$ cat src/rtl/fifo_order_matcher_defines.svh
// ----------------------------------------------------------------------------
// fifo_order_matcher_defines
// Assertion macros used by the order matcher back end.
// ----------------------------------------------------------------------------
`ifndef FIFO_ORDER_MATCHER_DEFINES_SVH
`define FIFO_ORDER_MATCHER_DEFINES_SVH

// Same-cycle implication, clocked on clk, off during reset.
`define FOM_ASSERT(label, ante, cons, msg) \
    label: assert property (@(posedge clk) disable iff (!rst_n) (ante) |-> (cons)) \
        else $error(msg);

// Next-cycle implication, clocked on clk, off during reset.
`define FOM_ASSERT_NEXT(label, ante, cons, msg) \
    label: assert property (@(posedge clk) disable iff (!rst_n) (ante) |=> (cons)) \
        else $error(msg);

`endif

$ cat src/rtl/fom_pkg.sv
// ----------------------------------------------------------------------------
// fom_pkg
// Types and codes shared by the order matcher front end, back end and top.
// ----------------------------------------------------------------------------
`default_nettype none

package fom_pkg;

    localparam int PRICE_W = 32;
    localparam int VOL_W   = 31;

    localparam int MAX_TRADES  = 32;
    localparam int TRADE_CNT_W = $clog2(MAX_TRADES + 1);

    localparam logic OP_ADD   = 1'b0;
    localparam logic OP_MATCH = 1'b1;

    localparam logic SIDE_BUY  = 1'b0;
    localparam logic SIDE_SELL = 1'b1;

    localparam logic [2:0] KIND_ADDED = 3'd0;
    localparam logic [2:0] KIND_FULL  = 3'd1;
    localparam logic [2:0] KIND_ZERO  = 3'd2;
    localparam logic [2:0] KIND_TRADE = 3'd3;
    localparam logic [2:0] KIND_NONE  = 3'd4;

    // Command classes produced by the front end
    localparam logic [1:0] CMD_ADD   = 2'd0;
    localparam logic [1:0] CMD_ZERO  = 2'd1;
    localparam logic [1:0] CMD_MATCH = 2'd2;

    typedef struct packed {
        logic               opcode;
        logic               side;
        logic [PRICE_W-1:0] price;
        logic [VOL_W-1:0]   volume;
    } item_t;

    typedef struct packed {
        logic [2:0]         kind;
        logic [VOL_W-1:0]   trade_volume;
        logic [PRICE_W-1:0] trade_price;
        logic               last;
    } result_t;

    typedef struct packed {
        logic [1:0]         code;
        logic               side;
        logic [PRICE_W-1:0] price;
        logic [VOL_W-1:0]   volume;
    } cmd_t;

    typedef struct packed {
        logic [PRICE_W-1:0] price;
        logic [VOL_W-1:0]   volume;
    } entry_t;

endpackage

`default_nettype wire

$ cat src/rtl/fom_front.sv
// ----------------------------------------------------------------------------
// fom_front
// Accepts command items, classifies them and queues them for the back end.
// ----------------------------------------------------------------------------
`default_nettype none

module fom_front (
    input  wire logic           clk,
    input  wire logic           rst_n,
    input  wire logic           cmd_valid,
    output logic                cmd_stall,
    input  wire fom_pkg::item_t cmd,
    output logic                q_valid,
    input  wire logic           q_pop,
    output fom_pkg::cmd_t       q_cmd
);
    import fom_pkg::*;

    cmd_t       entry_reg [2];
    logic       rd_ptr_reg;
    logic       rd_ptr_next;
    logic       wr_ptr_reg;
    logic       wr_ptr_next;
    logic [1:0] cnt_reg;
    logic [1:0] cnt_next;
    logic       push;
    cmd_t       push_cmd;

    always_comb
    begin
        push_cmd.side   = cmd.side;
        push_cmd.price  = cmd.price;
        push_cmd.volume = cmd.volume;
        if (cmd.opcode == OP_MATCH)
        begin
            push_cmd.code = CMD_MATCH;
        end
        else if (cmd.volume == '0)
        begin
            push_cmd.code = CMD_ZERO;
        end
        else
        begin
            push_cmd.code = CMD_ADD;
        end
    end

    assign cmd_stall = (cnt_reg == 2'd2);
    assign push      = cmd_valid && !cmd_stall;
    assign q_valid   = (cnt_reg != 2'd0);
    assign q_cmd     = entry_reg[rd_ptr_reg];

    always_comb
    begin
        rd_ptr_next = rd_ptr_reg;
        wr_ptr_next = wr_ptr_reg;
        cnt_next    = cnt_reg;
        if (push)
        begin
            wr_ptr_next = !wr_ptr_reg;
        end
        if (q_pop && q_valid)
        begin
            rd_ptr_next = !rd_ptr_reg;
        end
        if (push && !(q_pop && q_valid))
        begin
            cnt_next = cnt_reg + 2'd1;
        end
        else if (!push && q_pop && q_valid)
        begin
            cnt_next = cnt_reg - 2'd1;
        end
    end

    always_ff @(posedge clk or negedge rst_n)
    begin
        if (!rst_n)
        begin
            rd_ptr_reg <= 1'b0;
            wr_ptr_reg <= 1'b0;
            cnt_reg    <= 2'd0;
        end
        else
        begin
            rd_ptr_reg <= rd_ptr_next;
            wr_ptr_reg <= wr_ptr_next;
            cnt_reg    <= cnt_next;
        end
    end

    always_ff @(posedge clk)
    begin
        if (push)
        begin
            entry_reg[wr_ptr_reg] <= push_cmd;
        end
    end

endmodule

`default_nettype wire

$ cat src/rtl/fom_back.sv
// ----------------------------------------------------------------------------
// fom_back
// Executes queued commands against the buy and sell queues and walks the
// book heads for matching, one trade per S_LOAD / S_CMP pass.
// ----------------------------------------------------------------------------
`default_nettype none
`include "fifo_order_matcher_defines.svh"

module fom_back #(
    parameter int QUEUE_DEPTH = 16
) (
    input  wire logic          clk,
    input  wire logic          rst_n,
    input  wire logic          q_valid,
    output logic               q_pop,
    input  wire fom_pkg::cmd_t q_cmd,
    output logic               res_valid,
    input  wire logic          res_stall,
    output fom_pkg::result_t   res
);
    import fom_pkg::*;

    localparam int IDX_W = $clog2(QUEUE_DEPTH);
    localparam int CNT_W = $clog2(QUEUE_DEPTH + 1);
    localparam int SUM_W = CNT_W + 1;
    localparam logic [CNT_W-1:0] DEPTH_C   = CNT_W'(QUEUE_DEPTH);
    localparam logic [SUM_W-1:0] DEPTH_S   = SUM_W'(QUEUE_DEPTH);
    localparam logic [IDX_W-1:0] LAST_IDX  = IDX_W'(QUEUE_DEPTH - 1);
    localparam logic [TRADE_CNT_W-1:0] TRADE_LIMIT = TRADE_CNT_W'(MAX_TRADES);

    localparam logic [1:0] S_IDLE = 2'd0;
    localparam logic [1:0] S_LOAD = 2'd1;
    localparam logic [1:0] S_CMP  = 2'd2;
    localparam logic [1:0] S_FIN  = 2'd3;

    logic [1:0]             state_reg, state_next;
    logic [IDX_W-1:0]       buy_head_reg, buy_head_next;
    logic [IDX_W-1:0]       sell_head_reg, sell_head_next;
    logic [CNT_W-1:0]       buy_count_reg, buy_count_next;
    logic [CNT_W-1:0]       sell_count_reg, sell_count_next;
    logic [TRADE_CNT_W-1:0] trades_reg, trades_next;
    logic                   pend_valid_reg, pend_valid_next;
    logic [VOL_W-1:0]       pend_vol_reg, pend_vol_next;
    logic [PRICE_W-1:0]     pend_price_reg, pend_price_next;
    logic                   res_valid_reg, res_valid_next;
    result_t                res_reg, res_next;

    entry_t           buy_mem [QUEUE_DEPTH];
    entry_t           sell_mem [QUEUE_DEPTH];
    entry_t           buy_rd_reg;
    entry_t           sell_rd_reg;
    logic             buy_we, sell_we;
    logic [IDX_W-1:0] buy_waddr, sell_waddr;
    entry_t           buy_wdata, sell_wdata;

    logic             emit_ok;
    logic [IDX_W-1:0] add_head;
    logic [CNT_W-1:0] add_count;
    logic [SUM_W-1:0] tail_sum;
    logic [IDX_W-1:0] tail_idx;
    logic             add_full;
    logic             crossed;
    logic [VOL_W-1:0] trade_vol;
    logic [VOL_W-1:0] buy_rem;
    logic [VOL_W-1:0] sell_rem;
    entry_t           add_entry;

    assign emit_ok = !res_valid_reg || !res_stall;

    // Tail slot of the side being added to
    assign add_head  = (q_cmd.side == SIDE_SELL) ? sell_head_reg : buy_head_reg;
    assign add_count = (q_cmd.side == SIDE_SELL) ? sell_count_reg : buy_count_reg;
    assign tail_sum  = SUM_W'(add_head) + SUM_W'(add_count);
    assign tail_idx  = (tail_sum >= DEPTH_S) ? IDX_W'(tail_sum - DEPTH_S) : IDX_W'(tail_sum);
    assign add_full  = (add_count == DEPTH_C);
    assign add_entry = '{price: q_cmd.price, volume: q_cmd.volume};

    assign crossed   = (buy_rd_reg.price >= sell_rd_reg.price);
    assign trade_vol = (buy_rd_reg.volume < sell_rd_reg.volume) ? buy_rd_reg.volume
                                                                : sell_rd_reg.volume;
    assign buy_rem   = buy_rd_reg.volume - trade_vol;
    assign sell_rem  = sell_rd_reg.volume - trade_vol;

    function automatic logic [IDX_W-1:0] next_idx(input logic [IDX_W-1:0] idx);
        next_idx = (idx == LAST_IDX) ? '0 : idx + IDX_W'(1);
    endfunction

    always_comb
    begin
        state_next      = state_reg;
        buy_head_next   = buy_head_reg;
        sell_head_next  = sell_head_reg;
        buy_count_next  = buy_count_reg;
        sell_count_next = sell_count_reg;
        trades_next     = trades_reg;
        pend_valid_next = pend_valid_reg;
        pend_vol_next   = pend_vol_reg;
        pend_price_next = pend_price_reg;
        res_valid_next  = res_valid_reg && res_stall;
        res_next        = res_reg;
        q_pop           = 1'b0;
        buy_we          = 1'b0;
        sell_we         = 1'b0;
        buy_waddr       = tail_idx;
        sell_waddr      = tail_idx;
        buy_wdata       = add_entry;
        sell_wdata      = add_entry;

        unique case (state_reg)
            S_IDLE:
            begin
                if (q_valid)
                begin
                    unique case (q_cmd.code)
                        CMD_ZERO:
                        begin
                            if (emit_ok)
                            begin
                                q_pop          = 1'b1;
                                res_valid_next = 1'b1;
                                res_next       = '{KIND_ZERO, '0, '0, 1'b1};
                            end
                        end
                        CMD_ADD:
                        begin
                            if (emit_ok)
                            begin
                                q_pop          = 1'b1;
                                res_valid_next = 1'b1;
                                if (add_full)
                                begin
                                    res_next = '{KIND_FULL, '0, '0, 1'b1};
                                end
                                else
                                begin
                                    res_next = '{KIND_ADDED, '0, '0, 1'b1};
                                    if (q_cmd.side == SIDE_SELL)
                                    begin
                                        sell_we         = 1'b1;
                                        sell_count_next = sell_count_reg + CNT_W'(1);
                                    end
                                    else
                                    begin
                                        buy_we         = 1'b1;
                                        buy_count_next = buy_count_reg + CNT_W'(1);
                                    end
                                end
                            end
                        end
                        CMD_MATCH:
                        begin
                            q_pop           = 1'b1;
                            trades_next     = '0;
                            pend_valid_next = 1'b0;
                            state_next      = S_LOAD;
                        end
                        default:
                        begin
                            // drop a code that means nothing
                            q_pop = 1'b1;
                        end
                    endcase
                end
            end
            S_LOAD:
            begin
                // head entries are read this cycle; compare next cycle
                if (buy_count_reg != '0 && sell_count_reg != '0 && trades_reg != TRADE_LIMIT)
                begin
                    state_next = S_CMP;
                end
                else
                begin
                    state_next = S_FIN;
                end
            end
            S_CMP:
            begin
                if (!crossed)
                begin
                    state_next = S_FIN;
                end
                else if (!pend_valid_reg || emit_ok)
                begin
                    // release the previous trade, hold this one until the next is known
                    if (pend_valid_reg)
                    begin
                        res_valid_next = 1'b1;
                        res_next       = '{KIND_TRADE, pend_vol_reg, pend_price_reg, 1'b0};
                    end
                    pend_valid_next = 1'b1;
                    pend_vol_next   = trade_vol;
                    pend_price_next = sell_rd_reg.price;
                    trades_next     = trades_reg + TRADE_CNT_W'(1);
                    buy_we          = 1'b1;
                    buy_waddr       = buy_head_reg;
                    buy_wdata       = '{price: buy_rd_reg.price, volume: buy_rem};
                    sell_we         = 1'b1;
                    sell_waddr      = sell_head_reg;
                    sell_wdata      = '{price: sell_rd_reg.price, volume: sell_rem};
                    if (buy_rem == '0)
                    begin
                        buy_head_next  = next_idx(buy_head_reg);
                        buy_count_next = buy_count_reg - CNT_W'(1);
                    end
                    if (sell_rem == '0)
                    begin
                        sell_head_next  = next_idx(sell_head_reg);
                        sell_count_next = sell_count_reg - CNT_W'(1);
                    end
                    state_next = S_LOAD;
                end
            end
            S_FIN:
            begin
                if (emit_ok)
                begin
                    res_valid_next = 1'b1;
                    if (pend_valid_reg)
                    begin
                        res_next = '{KIND_TRADE, pend_vol_reg, pend_price_reg, 1'b1};
                    end
                    else
                    begin
                        res_next = '{KIND_NONE, '0, '0, 1'b1};
                    end
                    pend_valid_next = 1'b0;
                    state_next      = S_IDLE;
                end
            end
            default:
            begin
                state_next = S_IDLE;
            end
        endcase
    end

    always_ff @(posedge clk or negedge rst_n)
    begin
        if (!rst_n)
        begin
            state_reg      <= S_IDLE;
            buy_head_reg   <= '0;
            sell_head_reg  <= '0;
            buy_count_reg  <= '0;
            sell_count_reg <= '0;
            trades_reg     <= '0;
            pend_valid_reg <= 1'b0;
            res_valid_reg  <= 1'b0;
        end
        else
        begin
            state_reg      <= state_next;
            buy_head_reg   <= buy_head_next;
            sell_head_reg  <= sell_head_next;
            buy_count_reg  <= buy_count_next;
            sell_count_reg <= sell_count_next;
            trades_reg     <= trades_next;
            pend_valid_reg <= pend_valid_next;
            res_valid_reg  <= res_valid_next;
        end
    end

    always_ff @(posedge clk)
    begin
        pend_vol_reg   <= pend_vol_next;
        pend_price_reg <= pend_price_next;
        res_reg        <= res_next;
    end

    always_ff @(posedge clk)
    begin
        if (buy_we)
        begin
            buy_mem[buy_waddr] <= buy_wdata;
        end
        buy_rd_reg <= buy_mem[buy_head_reg];
    end

    always_ff @(posedge clk)
    begin
        if (sell_we)
        begin
            sell_mem[sell_waddr] <= sell_wdata;
        end
        sell_rd_reg <= sell_mem[sell_head_reg];
    end

    assign res_valid = res_valid_reg;
    assign res       = res_reg;

    `FOM_ASSERT(a_buy_count_bound, 1'b1, buy_count_reg <= DEPTH_C, "buy queue overfilled")
    `FOM_ASSERT(a_sell_count_bound, 1'b1, sell_count_reg <= DEPTH_C, "sell queue overfilled")
    `FOM_ASSERT(a_trade_bound, 1'b1, trades_reg <= TRADE_LIMIT, "too many trades in one match")
    `FOM_ASSERT(a_idle_no_pend, state_reg == S_IDLE, !pend_valid_reg, "trade left pending in idle")
    `FOM_ASSERT(a_trade_nonzero, res_valid_reg && res_reg.kind == KIND_TRADE, res_reg.trade_volume != '0, "trade of zero volume")
    `FOM_ASSERT_NEXT(a_match_starts, state_reg == S_IDLE && q_valid && q_cmd.code == CMD_MATCH, state_reg == S_LOAD && trades_reg == '0, "match did not start cleanly")

endmodule

`default_nettype wire

$ cat src/rtl/fifo_order_matcher.sv
// ----------------------------------------------------------------------------
// fifo_order_matcher
// One-instrument order book with buy and sell arrival-ordered queues.
// ----------------------------------------------------------------------------
// Usage:
//   cmd channel (cmd_valid / cmd_stall / cmd) takes add and match commands.
//   res channel (res_valid / res_stall / res) returns one result per add and
//   one result per trade of a match (or a single no-trade result); the last
//   result of each command carries last = 1.
// Sequencing:
//   Commands pass a two-entry queue into the executing sequencer. An add or
//   refused add is handled in the idle state; its result shows the cycle after.
//   A match trades step by step (head read from the queue memories in
//   S_LOAD, then compare and write back in S_CMP), after a start in the
//   idle state, and closes in S_FIN once a queue is empty, the heads stop
//   crossing or 32 trades are done: at most 32 trades per match.
//   The memory read of the head entries sets the S_LOAD / S_CMP trade step.
// Reset:
//   Both queues are empty after reset; no clearing pass is needed.
// Stalls:
//   A stalled result holds in the output register; the sequencer waits and
//   commands collect in the queue until it is full, then cmd_stall rises.
// ----------------------------------------------------------------------------
`default_nettype none

module fifo_order_matcher #(
    parameter int QUEUE_DEPTH = 16
) (
    input  wire logic             clk,
    input  wire logic             rst_n,
    input  wire logic             cmd_valid,
    output logic                  cmd_stall,
    input  wire fom_pkg::item_t   cmd,
    output logic                  res_valid,
    input  wire logic             res_stall,
    output fom_pkg::result_t      res
);
    import fom_pkg::*;

    logic q_valid;
    logic q_pop;
    cmd_t q_cmd;

    fom_front u_front (
        .clk       (clk),
        .rst_n     (rst_n),
        .cmd_valid (cmd_valid),
        .cmd_stall (cmd_stall),
        .cmd       (cmd),
        .q_valid   (q_valid),
        .q_pop     (q_pop),
        .q_cmd     (q_cmd)
    );

    fom_back #(
        .QUEUE_DEPTH (QUEUE_DEPTH)
    ) u_back (
        .clk       (clk),
        .rst_n     (rst_n),
        .q_valid   (q_valid),
        .q_pop     (q_pop),
        .q_cmd     (q_cmd),
        .res_valid (res_valid),
        .res_stall (res_stall),
        .res       (res)
    );

endmodule

`default_nettype wire
$ cat config.mk
export PLATFORM = sky130hd
export DESIGN_NAME = fifo_order_matcher
export DESIGN_NICKNAME = d
export VERILOG_FILES = /design/src/rtl/fom_pkg.sv /design/src/rtl/fom_front.sv /design/src/rtl/fom_back.sv /design/src/rtl/fifo_order_matcher.sv
export VERILOG_INCLUDE_DIRS = /design/src /design/src/rtl
export SDC_FILE = /design/constraint.sdc
export NUM_CORES = 2
export LEC_CHECK = 0
export BUFFER_PORTS_ARGS = -buffer_cell sky130_fd_sc_hd__buf_2
export CORE_ASPECT_RATIO = 0.6
export CORE_UTILIZATION = 30
export CTS_CLUSTER_DIAMETER = 120
export DETAILED_ROUTE_END_ITERATION = 12
export GPL_TIMING_DRIVEN = 0
export SYNTH_ARGS = -nofsm -noshare
export SYNTH_HDL_FRONTEND = slang
export SYNTH_SLANG_ARGS = --single-unit
export TNS_END_PERCENT = 30
$ cat constraint.sdc
create_clock -name clk -period 10.4 [get_ports clk]
set_clock_uncertainty 0.15 [all_clocks]
set_input_delay 0.52 -clock clk [delete_from_list [all_inputs] [get_ports clk]]
set_output_delay 0.52 -clock clk [all_outputs]
set_load 0.02 [all_outputs]
# Word level (Yosys, flattened, before mapping)
# Memory sizes are Yosys's and may differ from the RTL's. A register that Yosys moved wholly into a read port is not among the register bits.
# Index checks and enable logic that the tools add are counted.
# W data, S select, Z words.
[word_totals]
register_bits = 162
inputBits = 69
latchBits = 0
mem_bits_ro = 0
memories = 3
ram_bits = 2148
[memory_table]
columns = ["name", "words", "word_bits", "rd", "rd_clocked_by_memory_dff", "wr", "line", "rtl"]
rows = [
  ["u_back.buy_mem", 16, 63, 1, 1, 1, "fom_back.sv:48", "entry_t buy_mem [QUEUE_DEPTH];"],
  ["u_back.sell_mem", 16, 63, 1, 1, 1, "fom_back.sv:49", "entry_t sell_mem [QUEUE_DEPTH];"],
  ["u_front.entry_reg", 2, 66, 1, 0, 1, "fom_front.sv:19", "cmd_t entry_reg [2];"],
]
[classes]
addsub = 13
n_reduce_logical = 39
n_shift = 0
mux = 100
bitwise_logic = 0
eq_ne = 27
n_mul = 0
magnitude_cmp = 3
div_mod_pow = 0
[op_table]
columns = ["op", "count"]
rows = [
  ["$mux W67", 8],
  ["$mux W63", 6],
  ["$pmux W67 S3", 1],
  ["$pmux W67 S2", 1],
  ["$logic_not A31 Y1", 3],
  ["$mux W5", 17],
  ["$mux W65", 1],
  ["$sub A31 B31 Y31", 2],
  ["$mux W4", 10],
  ["$mux W1", 35],
  ["$ge A32 B32 Y1", 1],
  ["$lt A31 B31 Y1", 1],
  ["$mux W31", 1],
  ["$reduce_and A9 Y1", 3],
  ["$mux W6", 4],
  ["$pmux W5 S2", 2],
  ["$mux W2", 8],
  ["$ne A2 B1 Y1 const B", 7],
  ["$ne A2 B2 Y1 const B", 6],
  ["$pmux W6 S2", 1],
  ["$reduce_and A4 Y1", 3],
  ["$add A5 B1 Y5 const B", 2],
  ["$reduce_bool A5 Y1", 2],
  ["$sub A5 B1 Y5 const B", 2],
  ["other kinds (27)", 55],
]

# Depth between registers and ports, before layout
[depth]
ltp_word = 10
depth_mapped = 25
depth_no_buf = 22

# Cells and area by module
# From an unflattened synthesis, not the netlist that was laid out.
[hier_totals]
cells_unflattened = 5807
area_unflattened_um2 = 98494.5
[modules_own_cells]
columns = ["mod", "instances", "area_each_um2", "cells_per_inst"]
rows = [
  ["fom_back", 1, 93350.8, 5569],
  ["fom_front", 1, 5143.7, 238],
]

# Least setup slack after synthesis
# OpenSTA, ideal clock, no wires.
[synth_timing]
kind = "reg2reg"
startpoint = "register u_back.sell_rd_reg[54] (netlist name)"
endpoint = "register u_back.res_reg, in the netlist u_back.res[0] (enable)"
synth_period_minus_slack_ns = 7.704
arrival_ns = 6.959
stages_incl_launch_ff = 11
path_slack_ns = 2.696
setup_time_ns = 0.594
t_required_ns = 9.656
cell_sequence = "dfxtp_1 > inv_1 > ha_1 > nand4_1 > nor2_1 > nor4b_1 > o21a_1 > a311oi_1 > o21ai_0 > a31oi_1 > o32ai_1"
[synth_via]
elab_chain_len = 3
[synth_lines]
columns = ["item", "line", "rtl"]
rows = [
  ["$ge A32 B32 Y1", "fom_back.sv:78", "assign crossed = (buy_rd_reg.price >= sell_rd_reg.price);"],
  ["$ne A2 B1 Y1 (no line)", "n/a", ""],
  ["$reduce_and A9 Y1 (no line)", "n/a", ""],
  ["end signal, assigned", "fom_back.sv:268", "res_reg <= res_next;"],
  ["end, declared", "fom_back.sv:46", "result_t res_reg, res_next;"],
]
# Every way passes these cells.
# A chain may end at the register's enable or synchronous reset.

# Worst setup path in the final report
[layout_timing]
startpoint = "register u_back.sell_rd_reg[1] (netlist name)"
endpoint = "register u_back.sell_head_reg[0]"
[layout_via]
elab_chain_len = 5
[layout_lines]
columns = ["item", "line", "rtl"]
rows = [
  ["$lt A31 B31 Y1", "fom_back.sv:79", "assign trade_vol = (buy_rd_reg.volume < sell_rd_reg.volume) ? buy_rd_reg.volume"],
  ["$mux W31", "fom_back.sv:79", ""],
  ["net u_back.trade_vol[0]", "fom_back.sv:63", "logic [VOL_W-1:0] trade_vol;"],
  ["$sub A31 B31 Y31", "fom_back.sv:82", "assign sell_rem = sell_rd_reg.volume - trade_vol;"],
  ["$logic_not A31 Y1", "fom_back.sv:206", "if (sell_rem == '0)"],
  ["$reduce_and A4 Y1 (no line)", "n/a", ""],
  ["end signal, assigned", "fom_back.sv:255", "sell_head_reg <= sell_head_next;"],
  ["end, declared", "fom_back.sv:38", "logic [IDX_W-1:0] sell_head_reg, sell_head_next;"],
]
# The timed path passes the listed nets, and every way through them passes these cells.

==> impl_results.md <==
- Commonest non-fill, non-tap cell in the layout: edfxtp_1
- Area Overhead vs Synth: 16.4%
- Filler Cell Count: 30200
- Share of layout cells above drive strength 1: 14.3%
- Synth Area per Inst: around 17 um2
- First-pass GRT wire length: between 400000 and 500000 um
- Clock sinks: 2436
- Dpl ws: 0.671 ns
- Avg Vias per Cell: 5.35
- Wire length on met3: roughly 35000 um
- Syn nets: 5851
- Sequential area share after synthesis: 73.5%
- Rows: 161
- Worst Max-Slew Pin Slew: 1.55 ns
- Root Buffer: clkbuf_16
- Yosys reg bits: 2436
- Pwr per Cell Area: 235 nW/um2
- Hold Violations, Final: 0
- Top Metal Used: met5
- Total GRT Usage: ~18%
- Status: finished, violations left
- Setup crit start kind: flop
- Chip width: 739 um
- Met2 wire len: 122000 um
- DRT iter0 DRCs: 8454
- Final wirelength: 301000 um
- Post-synthesis cell area: 97600 um2
- Worst vdd ir: 0.134 mV
- Post-CTS Setup Inserts: 0
- DR DRC count: 0
- Met1 WL: 139000 um
- Max Root-Sink Buffers: 4
- EDFF count, synth: around 2300
- Die ar.: 328000 um2
- Mapped Cells: around 5600
- RePlAce Congestion: 0.929
- Core area: 322000 um2
- Starting Density: 30.3%
- Clk Latency, worst-skew pair: 0.88 ns
- Largest net degree at the start of global routing: 40
- CP required: 11.01 ns
- Post-synth top flop: edfxtp_1
- Final WS setup: 0.115 ns
- Crit Path Max Fanout: 10
- Max_slew headroom: -3.08%
- Static leakage: about 0.036 uW
- Final net count: 6382
- Achievable Freq: 0.0972 GHz
- Most frequent cells in the layout: edfxtp_1, mux2i_1, clkbuf_1, a221oi_1, mux4_2
- Max Slew Vio Count: 11
- Die height: 444 um
- WP data arrival: 10.89 ns
- Yosys cell types: 94
- Failing checks: max-capacitance violations, max-slew violations
- Placed Area: approximately 110000 um2
- Asr flop ratio synth: between 1 and 1.5%
- Vias in the first global route: 54300
- Worst Hold Class: primary input to flop
- Initial DRT Pass Iterations: 6
- CTS tree: done
- I/O Buffers: about 140
- Ports: 138
- RSZ-0062 raised after global routing: false
- Final setup fails: 0
- H-tree levels: 4
- Gr ovfl total: 0
- Final Cell Area: 114000 um2
- Clock slew seen by the registers of the worst setup and hold paths: 0.07 ns
- Fin crit share: roughly 99%
- Kind of critical path: flop to flop
- Hpwl dp: 216000 um
- Period minus WS final: 10.29 ns
- Total CTS buffers: 208
- CP Capture Type: flop
- Max Cap Viol: 1
- Initial antenna violation count: 15
- Yosys warning total: 0
- Antenna viol nets, final: 0
- Via Count: 57100
- Wire length per cell: 28.2 um
area by class of cell:
type	instances	area (um2)	area share (%)
plain buffers	295	1140	1.01
multi-input cells	2787	24600	21.7
flip-flops and latches	2436	71700	63.1
well taps	4319	5400	4.75
inverters	124	465	0.409
diodes	5	12.5	0.0110
repair buffers	321	3710	3.27
clock buffers	287	5850	5.15
clock inverters	88	741	0.652
kinds of logic (layout without fill, tap and decap cells):
| group | Yosys count | count (layout) | share of synthesized area [%] |
|---|---|---|---|
| multiplexers | 798 | 798 | 11.4 |
| AO/OA/AOI/OAI | 1021 | 1021 | 7.31 |
| XOR/XNOR | 66 | 66 | 0.592 |
| other | 0 | 5 | 0 |
| buffers and inverters | 419 | 1115 | 1.64 |
| AND/OR/NAND/NOR | 762 | 762 | 3.73 |
| flip-flops | 2436 | 2436 | 73.5 |
| adder cells (fa/ha/maj) | 140 | 140 | 1.83 |
worst max-delay path, stage by stage (launching register included):
cell      delay, ns
dfxtp_1        0.41
inv_1          0.13
ha_1           0.30
nand2_1        0.05
o21ai_0        0.53
a41oi_1        0.40
o41ai_1        1.25
a31oi_1        0.25
clkbuf_1       0.42
clkbuf_1       0.42
o21ai_0        0.83
ha_1           0.35
nand2b_1       0.28
a21oi_1        0.19
o22ai_2        0.36
o21bai_1       0.24
a21oi_1        0.68
o41ai_1        0.15
xor2_1         0.26
nor4_1         1.00
nand4_1        0.67
nor2_1         0.42
mux2_2         0.38
power breakdown:
group / internal (uW) / switching (uW) / leakage (uW) / total (uW)
logic: 1350 / 4380 / 0.0103 / 5730
clock network: 4210 / 3580 / 0.00325 / 7790
registers: 12900 / 246 / 0.0221 / 13200
total: 18500 / 8200 / 0.0356 / 26700
cell usage after synthesis, types with 5 or more instances:
master | number | area share (%)
nor2b_1 | 55 | 0.35
o21bai_1 | 8 | 0.062
fa_1 | 5 | 0.10
dfxtp_1 | 126 | 2.6
a211o_1 | 11 | 0.099
buf_2 | 5 | 0.026
xor2_1 | 33 | 0.30
mux2_2 | 15 | 0.17
a21oi_1 | 168 | 0.86
o211ai_1 | 18 | 0.14
nor2_1 | 226 | 0.87
ha_1 | 135 | 1.7
nor4_1 | 18 | 0.12
clkbuf_1 | 220 | 0.85
a221oi_1 | 255 | 2.3
buf_1 | 66 | 0.25
xnor2_1 | 33 | 0.30
a22oi_1 | 127 | 0.98
mux2i_1 | 525 | 5.4
o31ai_1 | 7 | 0.054
dfrtp_1 | 32 | 0.82
and2_1 | 71 | 0.45
inv_1 | 124 | 0.48
o21a_1 | 18 | 0.14
nor3_1 | 27 | 0.14
a21o_1 | 52 | 0.40
nand2_1 | 240 | 0.92
a21boi_0 | 12 | 0.092
edfxtp_1 | 2278 | 70
mux4_2 | 252 | 5.8
nand3b_1 | 6 | 0.046
a31oi_1 | 18 | 0.12
mux2_1 | 6 | 0.069
or2_2 | 6 | 0.038
o21ai_0 | 208 | 1.1
nand3_1 | 24 | 0.12
or3_1 | 11 | 0.070
a211oi_1 | 64 | 0.49
nand2b_1 | 13 | 0.083
nand4_1 | 33 | 0.21
and3_1 | 7 | 0.045
layer usage:
layer / global-route usage, % / vias to the layer above
met5: 0 / -
met4: 3.15 / 4
met3: 4.50 / 338
met2: 24.6 / 3184
met1: 27.9 / 29800
li1: - / 23700
final timing paths:
| check | cells after the start | slack (ns) | endpoint | start |
|---|---|---|---|---|
| setup reg to reg | 22 | 0.11 | u_back.sell_head_reg[0]$_DFFE_PN0P_ | u_back.sell_rd_reg[1]$_DFF_P_ |
| hold / removal | 2 | 0.23 | u_front.entry_reg[0][46]$_DFFE_PP_ | cmd[46] |
| max in group asynchronous | 2 | 9.32 | u_back.trades_reg[3]$_DFFE_PN0P_ | rst_n |
| hold reg to reg | 0 | 0.31 | u_back.pend_price_reg[6]$_DFFE_PP_ | u_back.sell_rd_reg[37]$_DFF_P_ |
| min in group asynchronous | 2 | 0.24 | u_front.rd_ptr_reg$_DFFE_PN0P_ | rst_n |
| setup / recovery | 22 | 0.11 | u_back.sell_head_reg[0]$_DFFE_PN0P_ | u_back.sell_rd_reg[1]$_DFF_P_ |
stage by stage:
step	total power [uW]	hold slack, ns	TNS (ns)	instances	util, %
floorplan	16400	0.0744	0	5642	-
global placement	18600	0.297	-3279.32	10100	32.2
detailed placement	19000	0.292	0	10200	33.0
CTS	26700	0.160	0	10700	35.2
global route	27500	0.202	0	10700	35.3
finish	26700	0.229	0	10700	35.3
timing repair:
action	in CTS	in global routing
gates resized for setup	0	1
setup endpoints to repair	0	16
hold buffers	68	0
endpoints found under the hold margin	166	0
No activity file was read; power rests on OpenSTA's default activity.
